[src/hdl/mad_pkg.sv]
`default_nettype none
package mad_pkg;

   localparam int DEFAULT_SAMPLE_WIDTH = 16;
   localparam int DEFAULT_MAX_CHANNELS = 8;

   localparam int FACTOR_WIDTH = 8;
   localparam int COUNT_WIDTH  = 4;
   localparam int CSR_INDEX_WIDTH = 2;
   localparam int CSR_DATA_WIDTH  = 8;

   localparam logic [FACTOR_WIDTH-1:0] FACTOR_RESET = 8'd1;
   localparam logic [COUNT_WIDTH-1:0]  COUNT_RESET  = 4'd2;

   localparam logic [CSR_INDEX_WIDTH-1:0] REG_DECIMATION_FACTOR = 2'd0;
   localparam logic [CSR_INDEX_WIDTH-1:0] REG_CHANNEL_COUNT     = 2'd1;

   localparam int QUEUE_DEPTH = 2;

   // Width of a channel number for a given channel capacity.
   function automatic int ch_width(input int max_channels);
      ch_width = (max_channels > 1) ? $clog2(max_channels) : 1;
   endfunction

   // A group sum never exceeds the factor times the largest sample.
   function automatic int sum_width(input int sample_width);
      sum_width = sample_width + FACTOR_WIDTH;
   endfunction

endpackage
`default_nettype wire

[src/hdl/mad_queue.sv]
`default_nettype none
module mad_queue #(
   parameter int DATA_W = 27
) (
   input  wire logic              clock,
   input  wire logic              reset,
   input  wire logic              push,
   input  wire logic [DATA_W-1:0] push_data,
   output logic                   full,
   input  wire logic              pop,
   output logic                   not_empty,
   output logic [DATA_W-1:0]      pop_data
);

   localparam int DEPTH = mad_pkg::QUEUE_DEPTH;
   localparam int PTR_W = (DEPTH > 1) ? $clog2(DEPTH) : 1;
   localparam int CNT_W = $clog2(DEPTH + 1);

   logic [DATA_W-1:0] entry_ff [DEPTH];
   logic [PTR_W-1:0]  wr_ptr_ff, wr_ptr_in;
   logic [PTR_W-1:0]  rd_ptr_ff, rd_ptr_in;
   logic [CNT_W-1:0]  count_ff, count_in;

   assign full      = (count_ff == CNT_W'(DEPTH));
   assign not_empty = (count_ff != '0);
   assign pop_data  = entry_ff[rd_ptr_ff];

   always_comb begin
      wr_ptr_in = wr_ptr_ff;
      rd_ptr_in = rd_ptr_ff;
      count_in  = count_ff;
      if (push) begin
         wr_ptr_in = (wr_ptr_ff == PTR_W'(DEPTH - 1)) ? '0 : wr_ptr_ff + 1'b1;
      end
      if (pop) begin
         rd_ptr_in = (rd_ptr_ff == PTR_W'(DEPTH - 1)) ? '0 : rd_ptr_ff + 1'b1;
      end
      if (push && !pop) begin
         count_in = count_ff + 1'b1;
      end else if (pop && !push) begin
         count_in = count_ff - 1'b1;
      end
   end

   always_ff @(posedge clock) begin
      if (reset) begin
         wr_ptr_ff <= '0;
         rd_ptr_ff <= '0;
         count_ff  <= '0;
      end else begin
         wr_ptr_ff <= wr_ptr_in;
         rd_ptr_ff <= rd_ptr_in;
         count_ff  <= count_in;
      end
   end

   always_ff @(posedge clock) begin
      if (push) begin
         entry_ff[wr_ptr_ff] <= push_data;
      end
   end

endmodule
`default_nettype wire

[src/hdl/mad_front.sv]
`default_nettype none
module mad_front #(
   parameter int SAMPLE_WIDTH = mad_pkg::DEFAULT_SAMPLE_WIDTH,
   parameter int MAX_CHANNELS = mad_pkg::DEFAULT_MAX_CHANNELS
) (
   input  wire logic                                    clock,
   input  wire logic                                    reset,
   input  wire logic                                    req_valid,
   output logic                                         req_stall,
   input  wire logic signed [SAMPLE_WIDTH-1:0]          req_sample_in,
   input  wire logic                                    req_buffer_end,
   input  wire logic                                    csr_valid,
   output logic                                         csr_ready,
   input  wire logic [mad_pkg::CSR_INDEX_WIDTH-1:0]     csr_index,
   input  wire logic [mad_pkg::CSR_DATA_WIDTH-1:0]      csr_data,
   output logic [mad_pkg::FACTOR_WIDTH-1:0]             factor,
   output logic                                         push,
   output logic [mad_pkg::sum_width(SAMPLE_WIDTH)
                 + mad_pkg::ch_width(MAX_CHANNELS)-1:0] push_data,
   input  wire logic                                    full
);

   localparam int CH_W  = mad_pkg::ch_width(MAX_CHANNELS);
   localparam int SUM_W = mad_pkg::sum_width(SAMPLE_WIDTH);
   localparam int CNT_W = $clog2(MAX_CHANNELS + 1);
   localparam int FW    = mad_pkg::FACTOR_WIDTH;

   logic [FW-1:0]                    factor_ff, factor_in;
   logic [mad_pkg::COUNT_WIDTH-1:0]  count_ff, count_in;
   logic [CH_W-1:0]                  ch_ff, ch_in;
   logic [FW-1:0]                    group_ff, group_in;
   logic signed [SUM_W-1:0]          sum_ff [MAX_CHANNELS];

   logic [CNT_W-1:0]        chans;
   logic                    accept;
   logic                    last_ch;
   logic                    last_group;
   logic signed [SUM_W-1:0] sample_ext;
   logic signed [SUM_W-1:0] new_sum;

   assign accept    = req_valid && !req_stall;
   assign req_stall = full;
   assign csr_ready = 1'b1;

   always_comb begin
      if (factor_ff == '0) begin
         factor = FW'(1);
      end else begin
         factor = factor_ff;
      end
      if (count_ff == '0) begin
         chans = CNT_W'(1);
      end else if (32'(count_ff) > MAX_CHANNELS) begin
         chans = CNT_W'(MAX_CHANNELS);
      end else begin
         chans = CNT_W'(count_ff);
      end
   end

   assign last_ch    = (({1'b0, ch_ff} + 1'b1) == (CH_W + 1)'(chans));
   assign last_group = (group_ff == factor - 1'b1);
   assign sample_ext = {{(SUM_W - SAMPLE_WIDTH){req_sample_in[SAMPLE_WIDTH-1]}}, req_sample_in};
   // The first frame of a group loads the sum instead of adding to it.
   assign new_sum    = ((group_ff == '0) ? '0 : sum_ff[ch_ff]) + sample_ext;

   assign push      = accept && last_group;
   assign push_data = {new_sum, ch_ff};

   always_comb begin
      factor_in = factor_ff;
      count_in  = count_ff;
      ch_in     = ch_ff;
      group_in  = group_ff;
      if (csr_valid && csr_ready) begin
         case (csr_index)
            mad_pkg::REG_DECIMATION_FACTOR: begin
               factor_in = csr_data[FW-1:0];
               ch_in     = '0;
               group_in  = '0;
            end
            mad_pkg::REG_CHANNEL_COUNT: begin
               count_in = csr_data[mad_pkg::COUNT_WIDTH-1:0];
               ch_in    = '0;
               group_in = '0;
            end
            default: begin
            end
         endcase
      end else if (accept) begin
         if (last_ch) begin
            ch_in    = '0;
            group_in = last_group ? '0 : group_ff + 1'b1;
         end else begin
            ch_in = ch_ff + 1'b1;
         end
         // Drop any partial group at the end of a buffer.
         if (req_buffer_end) begin
            ch_in    = '0;
            group_in = '0;
         end
      end
   end

   always_ff @(posedge clock) begin
      if (reset) begin
         factor_ff <= mad_pkg::FACTOR_RESET;
         count_ff  <= mad_pkg::COUNT_RESET;
         ch_ff     <= '0;
         group_ff  <= '0;
      end else begin
         factor_ff <= factor_in;
         count_ff  <= count_in;
         ch_ff     <= ch_in;
         group_ff  <= group_in;
      end
   end

   always_ff @(posedge clock) begin
      if (accept) begin
         sum_ff[ch_ff] <= new_sum;
      end
   end

endmodule
`default_nettype wire

[src/hdl/mad_back.sv]
`default_nettype none
module mad_back #(
   parameter int SAMPLE_WIDTH = mad_pkg::DEFAULT_SAMPLE_WIDTH,
   parameter int MAX_CHANNELS = mad_pkg::DEFAULT_MAX_CHANNELS
) (
   input  wire logic                                    clock,
   input  wire logic                                    reset,
   input  wire logic [mad_pkg::FACTOR_WIDTH-1:0]        factor,
   input  wire logic                                    not_empty,
   input  wire logic [mad_pkg::sum_width(SAMPLE_WIDTH)
                      + mad_pkg::ch_width(MAX_CHANNELS)-1:0] pop_data,
   output logic                                         pop,
   output logic                                         rsp_valid,
   input  wire logic                                    rsp_stall,
   output logic signed [SAMPLE_WIDTH-1:0]               rsp_mean_out,
   output logic [mad_pkg::ch_width(MAX_CHANNELS)-1:0]   rsp_channel_index
);

   localparam int CH_W  = mad_pkg::ch_width(MAX_CHANNELS);
   localparam int SUM_W = mad_pkg::sum_width(SAMPLE_WIDTH);
   localparam int FW    = mad_pkg::FACTOR_WIDTH;
   localparam int STEP_W = $clog2(SUM_W + 1);

   typedef enum logic [1:0] {
      IDLE,
      DIVIDE,
      DONE
   } state_type;

   state_type               state_ff;
   logic                    neg_ff;
   logic [FW-1:0]           rem_ff;
   logic [SUM_W-1:0]        quo_ff;
   logic [STEP_W-1:0]       step_ff;
   logic [CH_W-1:0]         ch_ff;
   logic                    rsp_valid_ff;
   logic [SAMPLE_WIDTH-1:0] rsp_mean_ff;
   logic [CH_W-1:0]         rsp_ch_ff;

   logic signed [SUM_W-1:0] pop_sum;
   logic [CH_W-1:0]         pop_ch;
   logic [SUM_W-1:0]        pop_mag;
   logic [FW:0]             trial;
   logic [FW:0]             diff;
   logic [SUM_W-1:0]        quo_signed;
   logic                    out_free;

   assign pop_sum = pop_data[SUM_W+CH_W-1:CH_W];
   assign pop_ch  = pop_data[CH_W-1:0];
   assign pop_mag = pop_sum[SUM_W-1] ? SUM_W'(-pop_sum) : SUM_W'(pop_sum);

   // One restoring step: shift in the next dividend bit and try the factor.
   assign trial = {rem_ff, quo_ff[SUM_W-1]};
   assign diff  = trial - {1'b0, factor};

   assign quo_signed = neg_ff ? (~quo_ff + 1'b1) : quo_ff;
   assign out_free   = !rsp_valid_ff || !rsp_stall;
   assign pop        = (state_ff == IDLE) && not_empty;

   assign rsp_valid         = rsp_valid_ff;
   assign rsp_mean_out      = rsp_mean_ff;
   assign rsp_channel_index = rsp_ch_ff;

   always_ff @(posedge clock) begin
      if (reset) begin
         state_ff     <= IDLE;
         rsp_valid_ff <= 1'b0;
         step_ff      <= '0;
      end else begin
         if (rsp_valid_ff && !rsp_stall && (state_ff != DONE)) begin
            rsp_valid_ff <= 1'b0;
         end
         case (state_ff)
            IDLE: begin
               if (not_empty) begin
                  neg_ff   <= pop_sum[SUM_W-1];
                  quo_ff   <= pop_mag;
                  rem_ff   <= '0;
                  ch_ff    <= pop_ch;
                  step_ff  <= '0;
                  state_ff <= DIVIDE;
               end
            end
            DIVIDE: begin
               if (!diff[FW]) begin
                  rem_ff <= diff[FW-1:0];
                  quo_ff <= {quo_ff[SUM_W-2:0], 1'b1};
               end else begin
                  rem_ff <= trial[FW-1:0];
                  quo_ff <= {quo_ff[SUM_W-2:0], 1'b0};
               end
               step_ff <= step_ff + 1'b1;
               if (step_ff == STEP_W'(SUM_W - 1)) begin
                  state_ff <= DONE;
               end
            end
            DONE: begin
               // Hold the quotient until the output register frees up.
               if (out_free) begin
                  rsp_valid_ff <= 1'b1;
                  rsp_mean_ff  <= quo_signed[SAMPLE_WIDTH-1:0];
                  rsp_ch_ff    <= ch_ff;
                  state_ff     <= IDLE;
               end
            end
            default: begin
               state_ff <= IDLE;
            end
         endcase
      end
   end

endmodule
`default_nettype wire

[src/hdl/multichannel_average_decimator.sv]
`default_nettype none
// Boxcar averaging decimator for interleaved multichannel samples. Each
// transfer on the req_ channel carries one sample of the next channel in
// the frame; after decimation_factor frames a channel's group is complete
// and its mean (sum divided by the factor, truncated toward zero) leaves
// on the rsp_ channel with its channel number. req_buffer_end drops any
// partial group and restarts at channel 0, frame 0; a write to the factor
// or channel count register does the same. The front accepts one sample
// per cycle while req_stall is low and updates the per-channel sums;
// completed sums wait in a two-entry queue for a restoring divider that
// retires one quotient bit per cycle and takes a new sum only once it is
// back in IDLE. While the queue is full, req_stall holds every sample,
// also those that complete no group; with a factor of 1 the divider sets
// the sustained rate. Write registers only while the block is idle;
// csr_ready is always high.
module multichannel_average_decimator #(
   parameter int SAMPLE_WIDTH = mad_pkg::DEFAULT_SAMPLE_WIDTH,
   parameter int MAX_CHANNELS = mad_pkg::DEFAULT_MAX_CHANNELS
) (
   input  wire logic                                  clock,
   input  wire logic                                  reset,
   input  wire logic                                  req_valid,
   output logic                                       req_stall,
   input  wire logic signed [SAMPLE_WIDTH-1:0]        req_sample_in,
   input  wire logic                                  req_buffer_end,
   output logic                                       rsp_valid,
   input  wire logic                                  rsp_stall,
   output logic signed [SAMPLE_WIDTH-1:0]             rsp_mean_out,
   output logic [mad_pkg::ch_width(MAX_CHANNELS)-1:0] rsp_channel_index,
   input  wire logic                                  csr_valid,
   output logic                                       csr_ready,
   input  wire logic [mad_pkg::CSR_INDEX_WIDTH-1:0]   csr_index,
   input  wire logic [mad_pkg::CSR_DATA_WIDTH-1:0]    csr_data
);

   localparam int CH_W   = mad_pkg::ch_width(MAX_CHANNELS);
   localparam int SUM_W  = mad_pkg::sum_width(SAMPLE_WIDTH);
   localparam int DATA_W = SUM_W + CH_W;

   logic [mad_pkg::FACTOR_WIDTH-1:0] factor;
   logic                             push;
   logic [DATA_W-1:0]                push_data;
   logic                             full;
   logic                             pop;
   logic                             not_empty;
   logic [DATA_W-1:0]                pop_data;

   mad_front #(
      .SAMPLE_WIDTH (SAMPLE_WIDTH),
      .MAX_CHANNELS (MAX_CHANNELS)
   ) u_front (
      .clock          (clock),
      .reset          (reset),
      .req_valid      (req_valid),
      .req_stall      (req_stall),
      .req_sample_in  (req_sample_in),
      .req_buffer_end (req_buffer_end),
      .csr_valid      (csr_valid),
      .csr_ready      (csr_ready),
      .csr_index      (csr_index),
      .csr_data       (csr_data),
      .factor         (factor),
      .push           (push),
      .push_data      (push_data),
      .full           (full)
   );

   mad_queue #(
      .DATA_W (DATA_W)
   ) u_queue (
      .clock     (clock),
      .reset     (reset),
      .push      (push),
      .push_data (push_data),
      .full      (full),
      .pop       (pop),
      .not_empty (not_empty),
      .pop_data  (pop_data)
   );

   mad_back #(
      .SAMPLE_WIDTH (SAMPLE_WIDTH),
      .MAX_CHANNELS (MAX_CHANNELS)
   ) u_back (
      .clock             (clock),
      .reset             (reset),
      .factor            (factor),
      .not_empty         (not_empty),
      .pop_data          (pop_data),
      .pop               (pop),
      .rsp_valid         (rsp_valid),
      .rsp_stall         (rsp_stall),
      .rsp_mean_out      (rsp_mean_out),
      .rsp_channel_index (rsp_channel_index)
   );

endmodule
`default_nettype wire
[config.mk]
export PLATFORM = sky130hd
export DESIGN_NAME = multichannel_average_decimator
export DESIGN_NICKNAME = d
export VERILOG_FILES = /design/src/hdl/mad_pkg.sv /design/src/hdl/mad_queue.sv /design/src/hdl/mad_front.sv /design/src/hdl/mad_back.sv /design/src/hdl/multichannel_average_decimator.sv
export SDC_FILE = /design/constraint.sdc
export NUM_CORES = 1
export LEC_CHECK = 0
export ABC_AREA = 0
export BUFFER_PORTS_ARGS = -buffer_cell sky130_fd_sc_hd__buf_2
export CAP_MARGIN = 40
export CORE_ASPECT_RATIO = 2
export CORE_MARGIN = 8
export CORE_UTILIZATION = 47
export DETAILED_ROUTE_END_ITERATION = 8
export PLACE_DENSITY_LB_ADDON = 0.08
export SLEW_MARGIN = 20
export SYNTH_ARGS = -nofsm -noshare
export SYNTH_HDL_FRONTEND = slang
export SYNTH_SLANG_ARGS = --single-unit
[constraint.sdc]
create_clock -name clock -period 5.67 [get_ports clock]
set_clock_uncertainty 0.2 [all_clocks]
set_input_delay 1.134 -clock clock [delete_from_list [all_inputs] [get_ports clock]]
set_output_delay 1.134 -clock clock [all_outputs]
set_load 0.05 [all_outputs]
== Word-level counts from Yosys, hierarchy flattened ==
Memory sizes are Yosys's and may differ from the RTL's. A register that Yosys moved wholly into a read port is not among the register bits.
Cells that the tools add are included.

* Register bits after elaboration: 90
* Memory bits (writable): 246
* Bits of input ports: 32
* Output and inout bits: 22
* Memories: 2

* Add/sub/neg operators: 13
* $lt $le $gt $ge: 1
* Eq/ne operators: 12
* Mux-type cells: 44
* Bitwise gates (word level): 2
* Reductions and logical operators: 33

{| class="wikitable"
|+ Memories
! name !! words !! width !! rd ports !! clocked after Yosys merged registers in !! write ports !! line !! source
|-
| u_front.sum_ff || 8 || 24 || 1 || 1 || 1 || mad_front.sv:32 || <nowiki>logic signed [SUM_W-1:0] sum_ff [MAX_CHANNELS];</nowiki>
|-
| u_queue.entry_ff || 2 || 27 || 1 || 1 || 1 || mad_queue.sv:19 || <nowiki>logic [DATA_W-1:0] entry_ff [DEPTH];</nowiki>
|}

{| class="wikitable"
|+ Operator list
! kind !! count
|-
| 2-to-1 mux 24 bit || 3
|-
| 2-to-1 mux 8 bit || 9
|-
| one-hot mux 24 bit (2 select lines) || 1
|-
| adder 24 bit || 1
|-
| negation 24 bit || 1
|-
| 2-to-1 mux 3 bit || 7
|-
| adder 16 x 1 -> 16 bit (second input constant) || 1
|-
| zero test 8 bit || 2
|-
| 2-to-1 mux 16 bit || 1
|-
| NOT 16 bit || 1
|-
| one-hot mux 8 bit (2 select lines) || 1
|-
| AND reduction 3 bit || 5
|-
| 2-to-1 mux 1 bit || 12
|-
| 2-to-1 mux 2 bit || 5
|-
| one-hot mux 5 bit (2 select lines) || 1
|-
| subtractor 9 x 8 -> 9 bit || 1
|-
| adder 8 x 1 -> 8 bit (second input constant) || 1
|-
| equality test 8 bit || 1
|-
| 2-to-1 mux 4 bit || 2
|-
| AND reduction 2 bit || 4
|-
| nonzero test 2 bit || 4
|-
| subtractor 8 x 1 -> 8 bit (second input constant) || 1
|-
| logical AND 1 bit || 7
|-
| inequality test 2 x 1 -> 1 bit (second input constant) || 3
|-
| other kinds (21) || 30
|}

== Longest topological paths before layout ==
Gate-level depths: netlist of the first run.

* Depth after elaboration: 10
* Depth in mapped cells: 15

== Modules after synthesis ==
Synthesis of the first run repeated with hierarchy kept, for this count alone.

* Cells, all modules: 1,114
* Area total of the unflattened synthesis: 15,793.9 µm²

{| class="wikitable"
|+ Modules (own cells, without submodules)
! module !! times used !! cells an instance !! area an instance (µm²) !! seq. area each (µm²)
|-
| mad_front || 1 || 670 || 10,098.4 || 6,286.0
|-
| mad_back || 1 || 338 || 3,532.1 || 1,811.7
|-
| mad_queue || 1 || 106 || 2,163.3 || 1,721.7
|}

== Least setup slack after synthesis of the first run ==
No wires, ideal clock.

* Path kind: register -> register
* From: reg with a tool-made name
* To: mem u_front.sum_ff[0][20] (netlist name), data pin
* Arrival time: 4.066 ns
* Data required time: 5.215 ns
* Setup slack: 1.150 ns
* Stages on the path, launching flop included: 15
* Cells stage by stage: dfxtp_1 > buf_1 > buf_2 > mux4_2 > mux2i_1 > nor2_1 > ha_1 > fa_1 > a21o_1 > a221o_1 > a21oi_2 > o21ai_1 > a221o_1 > a21oi_1 > xnor2_1

{| class="wikitable"
|+ RTL lines
! what !! line
|-
| end: declaration || mad_front.sv:32
|}

== Worst setup path in the final report of the first run ==
* From: reg u_front.group_ff[0]
* To: mem u_queue.entry_ff[1][23], data pin

* Word-level cells in the longest chain between the ends: 3

{| class="wikitable"
|+ RTL lines
! what !! line !! source
|-
| start: declaration || mad_front.sv:31 || <nowiki>logic [FW-1:0] group_ff, group_in;</nowiki>
|-
| start signal: assignment || mad_front.sv:114 || <nowiki>group_ff <= group_in;</nowiki>
|-
| zero test 8 bit || mad_front.sv:64 || <nowiki>assign new_sum = ((group_ff == '0) ? '0 : sum_ff[ch_ff]) + sample_ext;</nowiki>
|-
| 2-to-1 mux 24 bit || mad_front.sv:64 ||
|-
| adder 24 bit || mad_front.sv:64 ||
|-
| via push_data[23] || multichannel_average_decimator.sv:42 || <nowiki>logic [DATA_W-1:0] push_data;</nowiki>
|-
| end: declaration || mad_queue.sv:19 ||
|}

The timed path passes the listed nets, and every way through them passes these cells.

==> results by group, run 1 <==
Yosys
  – Yosys top cell area share: 57.04%
  – Area leader, netlist: edfxtp_1
  – Asr flop ratio synth: 0%
  – Yosys reg bits: 340
  – Post-synthesis sequential area ratio: 61.97%
  – Distinct cells, synth: 86
  – Synth Net Count: about 1200
  – Syn_area_per_cell: approximately 14 sq um
  – Synth Flop Type: edfxtp_1
  – Mapped cell area: 15850 sq um
  – Main area contributors after synthesis: edfxtp_1, mux4_2, dfxtp_1, mux2i_1, ha_1
  – EDFF count, synth: 301
  – Cell count after synthesis: 1113
  – Synthesis warning total: 0

Timing
  – Hold Fails Final Rpt: 0
  – Slew Viols, Final: 0
  – TNS Setup: 0 ns
  – Min cycle time layout: ~4.8 ns
  – Final Cycle Share: 84.13%
  – RSZ-0062 raised after global routing: no
  – Final setup fails: 0
  – Worst hold margin: 0.2165 ns
  – Achievable Freq: around 210 MHz
  – Slew HR: 43.99%
  – Worst-Margin Slew: 0.8341 ns

Route
  – Detail Route Antenna Nets: 0
  – Via Count: about 9200
  – Drt first pass iters: 4
  – DR WL/cell: approximately 21 um
  – Via/cell ratio: 5.616
  – DRC viols: 0
  – Routed wire length: 34940 um
  – DRT iter0 DRCs: a little over 500

Global route
  – Largest net degree at the start of global routing: 50
  – Initial antenna violation count: 0
  – GRT overflow: 0
  – GR Util All Layers: between 15 and 20%
  – Global-route wire length before repair: 55120 um
  – Number of global-route vias before repair: 9606

Floorplanning
  – Top Ports: 54
  – FP Rows: 95
  – Die W: 145.8 um
  – Die height: 275.7 um
  – Core area: 33400 sq um
  – Die area: 40200 sq um
  – Starting Density: 47.44%

Min path
  – Worst hold-check path type: reg -> reg
  – WHS Path Cells: 0
  – Worst Hold Launch: u_back.ch_ff[1]$_DFFE_PP_
  – Hold Path End: u_back.rsp_channel_index[1]$_DFFE_PP_

Cells and area
  – Syn-to-layout area delta: 12.25%
  – Commonest non-fill, non-tap cell in the layout: edfxtp_1
  – Ant diodes: 0
  – Layout cells sized above 1: 19.54%
  – Final nets: 1257
  – Post-route cell area: 17790 sq um
  – Commonest cells after routing, fill and taps aside: edfxtp_1, nor2_1, nand2_1, mux2i_1, buf_2

Clock tree
  – CTS tree: done
  – Clk pin slew, worst setup/hold paths: 0.07 ns
  – CTS Buffer Depth: 3
  – Root Buffer: clkbuf_16
  – CTS Buf Count: 30
  – Total number of H-tree levels: 1
  – CTS Hold Buffers Added: 0
  – Clock Sinks: 340
  – Post-CTS Setup Repair Bufs: 0
  – Worst-Skew Late Latency: 0.57 ns
  – CTS-repair resized insts: 0

Worst setup path
  – CP most frequent cell: a221o_1
  – CP max-delay cell: or4b_2
  – Crit path kind: reg -> reg
  – Critical Path RT: 5.75 ns
  – Worst EP arrival: 4.85 ns
  – Buffers & Inverters on Critical Path: 2
  – R2R setup slack: about 0.9 ns
  – Worst setup SP type: flip-flop
  – Worst path top cell family by delay: compound AO/OA/AOI/OAI gates
  – Worst-path maximum fanout: 23
  – FF-to-FF End: u_queue.entry_ff[1][23]$_DFFE_PP_
  – Worst R2R Path Depth: 14
  – Worst Setup End Kind: flip-flop
  – Cell breakdown of the critical path: inv_1 > ha_1 > or4b_2 > nor4_4 > buf_4 > nor2_1 > fa_1 > a21o_1 > a221o_1 > a21oi_2 > o21ai_1 > a221o_1 > a21oi_1 > xnor2_1
  – Critical R2R Launch: u_front.group_ff[0]$_SDFFE_PP0P_
  – CP max stage delay: slightly above 0.6 ns

Power and ir drop
  – Maximum vdd drop: approximately 0.34 mV
  – Leakage: 6.014 nW
  – Power per Cell Area: 384.8 nW/um^2

Run
  – Maxcap violations: 0

Run status
  – Outcome: finished, final reports clean

Placed design
  – GP Congestion: 0.8061
  – Port-buffer cells: 52
  – Post-DP Area: about 17000 sq um
  – Hpwl dp: 24160 um
## registers in the layout (all words and copies together), names as in the netlist, 4 cells and up, named ones only
| name | cells |
|---|---|
| u_front.factor_ff | 8 |
| u_back.quo_ff | 24 |
| u_front.group_ff | 8 |
| u_back.rem_ff | 8 |
| u_front.sum_ff | 192 |
| u_back.step_ff | 5 |
| u_front.count_ff | 4 |
| u_back.rsp_mean_out | 16 |
| u_queue.entry_ff | 54 |
## synth_stat cells, types with 7 or more instances
master / instances
a211oi_1: 7
a21o_1: 13
a21oi_1: 33
and3_1: 7
buf_2: 9
clkbuf_1: 21
dfxtp_1: 39
edfxtp_1: 301
ha_1: 39
inv_1: 22
mux2_2: 10
mux2i_1: 63
mux4_2: 48
nand2_1: 65
nand2b_1: 13
nand3_1: 18
nand4_1: 11
nor2_1: 93
nor2b_1: 14
nor3_1: 24
o21ai_0: 41
o21ai_1: 9
or3_1: 7
xnor2_1: 51
xor2_1: 27
## kinds of logic after synthesis
kind of cell | count (synthesis) | synth area share (%)
multiplexers | 122 | 11.60
AND/OR/NAND/NOR | 299 | 9.610
AO/OA/AOI/OAI | 165 | 6.981
buffers and inverters | 66 | 2.069
adder cells (fa/ha/maj) | 41 | 3.332
other | 1 | 0.02367
flip-flops | 340 | 61.97
XOR/XNOR | 79 | 4.414
## worst reg2reg max path: stages, from the launching register on
cell and delay [ns]:
dfxtp_1 0.36, inv_1 0.07, ha_1 0.14, or4b_2 0.62, nor4_4 0.20, buf_4 0.34
nor2_1 0.14, fa_1 0.44, a21o_1 0.19, a221o_1 0.34, a21oi_2 0.25, o21ai_1 0.27
a221o_1 0.39, a21oi_1 0.19, xnor2_1 0.35
## layout make-up
cell class / instances / area [sq um]
fill: 2809 / 15620
sequential: 340 / 9826
multi-input combinational: 707 / 5753
clock buffer: 33 / 783.3
tap: 436 / 545.5
timing repair buffer: 83 / 490.5
clock inverter: 23 / 305.3
inverter: 22 / 82.58
## through the flow
step / setup WS (ns) / std cells / util [%] / total power, mW
after floorplan: 1.150 / 1113 / - / 4.323
after global placement: 0.9217 / 1580 / 49.82 / 4.676
after detailed placement: 0.8532 / 1586 / 49.95 / 4.703
after CTS: 0.8171 / 1642 / 53.21 / 6.928
after global routing: 0.4722 / 1644 / 53.25 / 7.176
final: 0.8996 / 1644 / 53.25 / 6.843
## report_power, final
| group | internal, mW | switching, mW |
|---|---|---|
| Combinational | 0.586 | 0.771 |
| Clock | 1.32 | 0.909 |
| Sequential | 3.09 | 0.172 |
## metal layers
metal,track usage (%),vias up,wire length [um]
met1,18.10,4645,12660
met2,35.85,132,20410
met4,5.701,0,879
li1,-,4409,-
met5,0,-,0
met3,2.249,46,994
## worst max-delay path by stage
stage	start	to	slack [ns]	depth (start not counted)
6_report	u_front.group_ff[0]$_SDFFE_PP0P_	u_queue.entry_ff[1][23]$_DFFE_PP_	0.90	14
4_1_cts	u_front.group_ff[0]$_SDFFE_PP0P_	u_front.sum_ff[4][20]$_DFFE_PP_	0.82	14
3_5_place_dp	u_front.group_ff[0]$_SDFFE_PP0P_	u_front.sum_ff[5][20]$_DFFE_PP_	0.85	14
2_1_floorplan	flip-flop	u_front.sum_ff[0][20]$_DFFE_PP_	1.15	14
3_3_place_gp	u_front.group_ff[0]$_SDFFE_PP0P_	u_queue.entry_ff[0][26]$_DFFE_PP_	0.92	14
5_1_grt	u_front.group_ff[0]$_SDFFE_PP0P_	u_front.sum_ff[2][23]$_DFFE_PP_	0.47	14
No activity file was read; power rests on OpenSTA's default activity.
==> inputs of run 2 (changes only) <==
--- a/config.mk
+++ b/config.mk
@@ -5,7 +5,7 @@
 export SDC_FILE = /design/constraint.sdc
 export NUM_CORES = 1
 export LEC_CHECK = 0
-export ABC_AREA = 0
+export ABC_AREA = 1
 export BUFFER_PORTS_ARGS = -buffer_cell sky130_fd_sc_hd__buf_2
 export CAP_MARGIN = 40
 export CORE_ASPECT_RATIO = 2
==> constraint.sdc (replaced) <==
create_clock -name clock -period 4.8 [get_ports clock]
set_clock_uncertainty 0.2 [all_clocks]
set_input_delay 0.96 -clock clock [delete_from_list [all_inputs] [get_ports clock]]
set_output_delay 0.96 -clock clock [all_outputs]
set_load 0.05 [all_outputs]
==> run 2 against run 1 <==
  * Die area is 2.2% higher
  * Critical path depth is 1 lower
  * Final cell count is 31% higher
  * Largest power group unchanged
==> results by group, run 2 <==
Floorplanning
  – Die area: 41090 sq um (+2.2%)
  – Starting Density: 47.40% (about the same)
  – Die height: 278.8 um (+1.1%)
  – Die W: 147.4 um (+1.1%)
  – Core area: 34230 sq um (+2.5%)
  – FP Rows: 96 (+1.1%)
  – Top Ports: 54 (unchanged)

Global route
  – GRT overflow: 0 (unchanged)
  – GRT met3 Usage: 2.416% (+0.17 points)
  – Largest net degree at the start of global routing: 97 (+94%)
  – Initial antenna violation count: 0 (unchanged)
  – Met1 Use GR: 20.31% (+2.2 points)
  – GRT busiest layer: met2
  – GR Util All Layers: 20.15% (+2.5 points)
  – Met2 Resource Use GR: 39.96% (+4.1 points)
  – Number of global-route vias before repair: 11787 (+23%)
  – Global-route wire length before repair: 65150 um (+18%)

Clock tree
  – CTS tree: done
  – Worst-Skew Late Latency: 0.58 ns (about the same)
  – CTS Buf Count: 30 (unchanged)
  – Total number of H-tree levels: 1 (unchanged)
  – Post-CTS Setup Repair Bufs: 0 (unchanged)
  – CTS-repair resized insts: 0 (unchanged)
  – Clock Sinks: 340 (unchanged)
  – CTS Hold Buffers Added: 0 (unchanged)
  – CTS Buffer Depth: 3 (unchanged)
  – Root Buffer: clkbuf_16
  – Clk pin slew, worst setup/hold paths: 0.07 ns (about the same)

Min path
  – Worst hold-check path type: reg -> reg

Worst setup path
  – Worst Setup End Kind: flip-flop
  – Worst EP arrival: 4.45 ns (-0.40 ns)
  – CP max-delay cell: xor2_1
  – Crit path kind: reg -> reg
  – Cell breakdown of the critical path: nor4_1 > nand4_1 > buf_4 > o21ai_0 > a31oi_1 > ha_1 > nand3_1 > nand3_1 > a21oi_1 > inv_1 > a21oi_1 > o21bai_1 > xor2_1
  – Critical Path RT: 4.85 ns (-0.90 ns)
  – Worst path top cell family by delay: compound AO/OA/AOI/OAI gates
  – CP max stage delay: 0.67 ns (+0.05 ns)
  – Worst-path maximum fanout: 10 (-57%)
  – Worst setup SP type: flip-flop
  – Buffers & Inverters on Critical Path: 2 (unchanged)

Route
  – DR WL/cell: 19.08 um (-10%)
  – DRT iter0 DRCs: 621 (+23%)
  – Drt first pass iters: 5 (+1)
  – Detail Route Antenna Nets: 0 (unchanged)
  – Via Count: 11679 (+27%)
  – Routed wire length: 41220 um (+18%)
  – DRC viols: 0 (unchanged)
  – Via/cell ratio: 5.404 (-3.8%)

Placed design
  – GP Congestion: 0.9592 (+19%)
  – Port-buffer cells: 52 (unchanged)
  – Hpwl dp: 28580 um (+18%)

Yosys
  – Post-synthesis sequential area ratio: 60.51% (-1.5 points)
  – Main area contributors after synthesis: edfxtp_1, nand2_1, nor2_1, o21ai_0, dfxtp_1
  – Area leader, netlist: edfxtp_1
  – EDFF count, synth: 301 (unchanged)
  – Mapped cell area: 16230 sq um (+2.4%)
  – Count leader, synth: edfxtp_1
  – Synth cell count leaders: edfxtp_1, nand2_1, nor2_1
  – Yosys reg bits: 340 (unchanged)
  – Synth Flop Type: edfxtp_1
  – Syn_area_per_cell: 9.906 sq um (-30%)
  – Yosys top cell area share: 55.70% (-1.3 points)
  – Cell count after synthesis: 1638 (+47%)
  – Synthesis warning total: 0 (unchanged)
  – Synth Net Count: 1711 (+44%)
  – Distinct cells, synth: 46 (-47%)
  – Asr flop ratio synth: 0% (unchanged)

Timing
  – TNS Setup: 0 ns (unchanged)
  – Final Cycle Share: 91.66% (+7.5 points)
  – Slew Viols, Final: 0 (unchanged)
  – Achievable Freq: 227.3 MHz (+8.4%)
  – Worst-Margin Slew: 0.8286 ns (-0.005508 ns)
  – Final setup fails: 0 (unchanged)
  – RSZ-0062 raised after global routing: no
  – Slew HR: 44.57% (+0.58 points)
  – Min cycle time layout: 4.399 ns (-0.3709 ns)
  – Hold Fails Final Rpt: 0 (unchanged)

Power and ir drop
  – Maximum vdd drop: 0.3119 mV (-8.4%)
  – Leakage: 6.930 nW (+15%)
  – Power per Cell Area: 459.5 nW/um^2 (+19%)
  – Final Power: 8.303 mW (+21%)

Cells and area
  – Biggest regs: u_front.sum_ff (192), u_queue.entry_ff (54), u_back.quo_ff (24)
  – Commonest cells after routing, fill and taps aside: edfxtp_1, nand2_1, nor2_1, o21ai_0, inv_1
  – Final nets: 1769 (+41%)
  – Most flops, register: u_front.sum_ff
  – Layout cells sized above 1: 9.767% (-9.8 points)
  – Ant diodes: 0 (unchanged)
  – Commonest non-fill, non-tap cell in the layout: edfxtp_1
  – Syn-to-layout area delta: 11.35%
  – Max reg flops: 192 (unchanged)

Run status
  – Outcome: finished, final reports clean

Run
  – Maxcap violations: 0 (unchanged)
## run 2: changes by cell type in the layout (fill, tap and decap cells not counted), moves of 63 or more
| cell | before | now |
|---|---|---|
| o21ai_0 | 41 | 182 |
| nor2_1 | 89 | 242 |
| mux2i_1 | 63 | 0 |
| nand3_1 | 18 | 88 |
| inv_1 | 22 | 122 |
| nand2_1 | 65 | 286 |
## run 2: kinds of logic after synthesis
kind of cell | Yosys count | synth area share [%]
AND/OR/NAND/NOR | 691 | 17.70
AO/OA/AOI/OAI | 325 | 10.97
buffers and inverters | 183 | 4.410
XOR/XNOR | 57 | 3.123
adder cells (fa/ha/maj) | 41 | 3.254
flip-flops | 340 | 60.51
other | 1 | 0.02311
## run 2: final timing paths
check	from	end	slack, ns	cells past startpoint
worst max-delay path	u_front.group_ff[5]$_SDFFE_PP0P_	u_queue.entry_ff[1][20]$_DFFE_PP_	0.40	13
worst min-delay path	u_front.count_ff[0]$_SDFFE_PP0P_	u_front.count_ff[0]$_SDFFE_PP0P_	0.26	2
worst max register to register	u_front.group_ff[5]$_SDFFE_PP0P_	u_queue.entry_ff[1][20]$_DFFE_PP_	0.40	13
worst min register to register	u_front.count_ff[0]$_SDFFE_PP0P_	u_front.count_ff[0]$_SDFFE_PP0P_	0.26	2
## run 2: layout make-up
| cell class | instances | area, sq um |
|---|---|---|
| fill | 3053 | 16160 |
| multi-input combinational | 1115 | 5739 |
| clock buffer | 37 | 777.0 |
| sequential | 340 | 9821 |
| clock inverter | 19 | 172.7 |
| tap | 441 | 551.8 |
| inverter | 125 | 469.2 |
| timing repair buffer | 84 | 538.0 |
## run 2: worst min-delay path: cells and delay by family, from the launching register on
kind	cells	cell delay (ns)
AOI/OAI and AO/OA	1	0.06
buffers and inverters	1	0.06
DFF	1	0.30
## run 2: report_power, final
group	internal (mW)	total [mW]	switching, mW	leakage [nW]
clock	1.27	2.34	1.07	0.457
sequential	3.70	3.85	0.152	3.06
combinational	0.652	2.12	1.46	3.41
total	5.62	8.30	2.69	6.93
## run 2: layer usage
layer | share of wire (%) | routed length, um | up-vias
li1 | - | - | 5794
met1 | 37 | 15190 | 5566
met2 | 56 | 23170 | 216
met3 | 3.0 | 1251 | 103
met4 | 3.9 | 1608 | 0
met5 | 0 | 0 | -
## run 2: through the flow
step                cell area, sq um  cells  util [%]  setup slack, ns  hold WS, ns
floorplan                      16230   1638         -            1.184       0.2003
global placement               17070   2100     49.85           0.5255       0.2448
detailed placement             17120   2105     50.01           0.5238       0.2510
CTS                            18070   2161     52.78           0.4620       0.2595
global route                   18070   2161     52.78           0.1899       0.2730
finish                         18070   2161     52.78           0.4005       0.2582
==> inputs of run 3 (changes only) <==
--- a/config.mk
+++ b/config.mk
@@ -5,7 +5,6 @@
 export SDC_FILE = /design/constraint.sdc
 export NUM_CORES = 1
 export LEC_CHECK = 0
-export ABC_AREA = 1
 export BUFFER_PORTS_ARGS = -buffer_cell sky130_fd_sc_hd__buf_2
 export CAP_MARGIN = 40
 export CORE_ASPECT_RATIO = 2
==> run 3 against run 2 <==
  * Cell area down 1.3%
  * Largest cell class unchanged
  * Global-route usage down 2.6 points
  * Critical endpoint is now u_front.sum_ff[5][23]$_DFFE_PP_
  * Worst setup slack worse by 0.11 ns
  * Clock power up 4%
  * Hold slack worse by 0.038 ns
==> results by group, run 3 (synthesized netlist as in run 1, its figures left out) <==
Power and ir drop
  – Switching power: 2.156 mW (-20%)
  – Switching Fraction: 27.29% (-5.1 points)
  – Clock power share: 30.8% (+2.7 points)
  – Leakage: 6.060 nW (-13%)
  – Gate power share: 20.4% (-5.1 points)
  – Final Power: 7.900 mW (-4.9%)
  – Maximum vdd drop: 0.2867 mV (-8.1%)
  – P_int: 5.743 mW (+2.2%)
  – Power per Cell Area: 443.1 nW/um^2 (-3.6%)
  – Reg power frac: 48.8% (+2.4 points)

Clock tree
  – CTS Buffer Depth: 3 (unchanged)
  – CTS tree: done
  – CTS Buf Count: 30 (unchanged)
  – Clock Sinks: 340 (unchanged)
  – Post-CTS Setup Repair Bufs: 0 (unchanged)
  – Worst-Skew Late Latency: 0.57 ns (about the same)
  – Root Buffer: clkbuf_16
  – Total number of H-tree levels: 1 (unchanged)
  – Clk pin slew, worst setup/hold paths: 0.07 ns (about the same)

Route
  – Via Count: 9310 (-20%)
  – Detail Route Antenna Nets: 0 (unchanged)
  – Routed wire length: 34850 um (-15%)
  – DR WL/cell: 21.08 um (+11%)
  – DRT iter0 DRCs: 460 (-26%)
  – Via/cell ratio: 5.632 (+4.2%)
  – Drt first pass iters: 5 (unchanged)
  – DRC viols: 0 (unchanged)

Cells and area
  – Syn-to-layout area delta: 12.52%
  – Commonest non-fill, non-tap cell in the layout: edfxtp_1
  – Biggest regs: u_front.sum_ff (192), u_queue.entry_ff (54), u_back.quo_ff (24)
  – Most flops, register: u_front.sum_ff
  – Commonest cells after routing, fill and taps aside: edfxtp_1, nor2_1, nand2_1, mux2i_1, buf_2
  – Finished Core Util: 53.38% (+0.60 points)
  – Final nets: 1267 (-28%)
  – Non-Filler Instances: 1653 (-24%)
  – Ant diodes: 0 (unchanged)
  – Layout cells sized above 1: 20.05% (+10 points)
  – Max reg flops: 192 (unchanged)

Timing
  – Worst-Margin Slew: 0.7724 ns (-0.05615 ns)
  – Final Cycle Share: 93.93% (+2.3 points)
  – RSZ-0062 raised after global routing: no
  – Achievable Freq: 221.8 MHz (-2.4%)
  – Final setup fails: 0 (unchanged)
  – Min cycle time layout: 4.509 ns (+0.1092 ns)
  – Slew HR: 48.13% (+3.6 points)
  – TNS Setup: 0 ns (unchanged)
  – Hold Fails Final Rpt: 0 (unchanged)
  – Slew Viols, Final: 0 (unchanged)

Global route
  – GRT overflow: 0 (unchanged)
  – Global-route wire length before repair: 54700 um (-16%)
  – GR Util All Layers: 17.59% (-2.6 points)
  – Number of global-route vias before repair: 9695 (-18%)
  – Initial antenna violation count: 0 (unchanged)
  – Largest net degree at the start of global routing: 50 (-48%)

Worst setup path
  – Buffers & Inverters on Critical Path: 3 (+1)
  – Worst-path maximum fanout: 23 (+13)
  – CP most frequent cell: ha_1
  – Worst path top cell family by delay: simple AND/OR/NAND/NOR gates
  – Worst setup SP type: flip-flop
  – CP max-delay cell: xnor2_1
  – Critical Path RT: 4.86 ns (about the same)
  – Worst Setup End Kind: flip-flop
  – Beginning of the critical path: u_front.group_ff[0]$_SDFFE_PP0P_
  – Cell breakdown of the critical path: inv_1 > ha_1 > or4b_2 > nor4_4 > buf_12 > nor2_1 > ha_1 > nand2_1 > o21ai_0 > buf_4 > nand3_1 > a31oi_1 > a21o_1 > a221oi_1 > xnor2_1
  – Critical R2R Launch: u_front.group_ff[0]$_SDFFE_PP0P_
  – Worst EP arrival: 4.57 ns (+0.12 ns)
  – Crit path depth: 15 (+2)
  – CP max stage delay: 0.63 ns (-0.04 ns)
  – Crit path kind: reg -> reg
  – Worst R2R Path Depth: 15 (+2)

Floorplanning
  – Die area: 40200 sq um (-2.2%)
  – Die W: 145.8 um (-1.1%)
  – Starting Density: 47.44% (about the same)
  – Core area: 33400 sq um (-2.4%)
  – Die height: 275.7 um (-1.1%)
  – Top Ports: 54 (unchanged)
  – FP Rows: 95 (-1.0%)

Placed design
  – Placed insts: 1596 (-24%)
  – Port-buffer cells: 52 (unchanged)
  – Hpwl dp: 23970 um (-16%)
  – GP Congestion: 0.8549 (-11%)

Min path
  – WHS Path Cells: 0 (-2)
  – Worst Hold Launch: u_back.ch_ff[0]$_DFFE_PP_
  – Worst hold-check path type: reg -> reg

Run status
  – Outcome: finished, final reports clean

Run
  – Maxcap violations: 0 (unchanged)
[run 3: cell types whose count changed in the layout (fill, tap and decap cells not counted), moves of 48 or more]
cell,change
mux4_2,+48
o21ai_0,-141
mux2i_1,+63
nand2_1,-221
nand3_1,-70
nor2_1,-153
inv_1,-100
[run 3: metrics by stage]
step	hold WS, ns	setup WS, ns	instance area [sq um]
after global placement	0.2124	0.1692	16770
after CTS	0.2216	0.1137	17780
after detailed placement	0.2045	0.1548	16800
after floorplan	0.2003	0.2796	15850
after global routing	0.2439	0.01039	17830
final	0.2207	0.2914	17830
[run 3: final cells by class]
type	instances	area, sq um
Timing Repair Buffer	93	603.1
Tap cell	436	545.5
Fill cell	2838	15570
Inverter	22	82.58
Sequential cell	340	9826
Multi-Input combinational cell	707	5787
Clock buffer	43	852.1
Clock inverter	12	133.9
[run 3: power groups by stage]
| stage | logic [mW] | clock network (mW) | registers, mW |
|---|---|---|---|
| floorplan | 1.28 | 0 | 3.83 |
| global placement | 1.61 | 0 | 3.92 |
| detailed placement | 1.63 | 0 | 3.93 |
| CTS | 1.64 | 2.50 | 3.86 |
| global route | 1.80 | 2.60 | 3.90 |
| finish | 1.61 | 2.43 | 3.86 |
[run 3: metal layers]
| layer | part of all wire (%) | vias to the layer above | track usage, % |
|---|---|---|---|
| met3 | 2.9 | 54 | 2.315 |
| met1 | 36 | 4681 | 17.77 |
| met5 | 0 | - | 0 |
| met4 | 2.9 | 0 | 6.555 |
| li1 | - | 4429 | - |
| met2 | 58 | 146 | 35.51 |
[run 3: worst paths after layout]
check	to	slack, ns
hold / removal	u_back.rsp_channel_index[0]$_DFFE_PP_	0.22
setup / recovery	u_front.sum_ff[5][23]$_DFFE_PP_	0.29
hold reg to reg	u_back.rsp_channel_index[0]$_DFFE_PP_	0.22
setup reg to reg	u_front.sum_ff[5][23]$_DFFE_PP_	0.29
[run 3: worst register-to-register path: stages (launching register included)]
cell      delay [ns]
dfxtp_1         0.37
inv_1           0.08
ha_1            0.14
or4b_2          0.62
nor4_4          0.26
buf_12          0.22
nor2_1          0.09
ha_1            0.39
nand2_1         0.15
o21ai_0         0.31
buf_4           0.18
nand3_1         0.09
a31oi_1         0.14
a21o_1          0.21
a221oi_1        0.12
xnor2_1         0.63
[run 3: timing repair]
| action | CTS | global route |
|---|---|---|
| resized for setup | 0 | 5 |
| endpoints found under the setup margin | 0 | 40 |
| hold buffers | 0 | 0 |
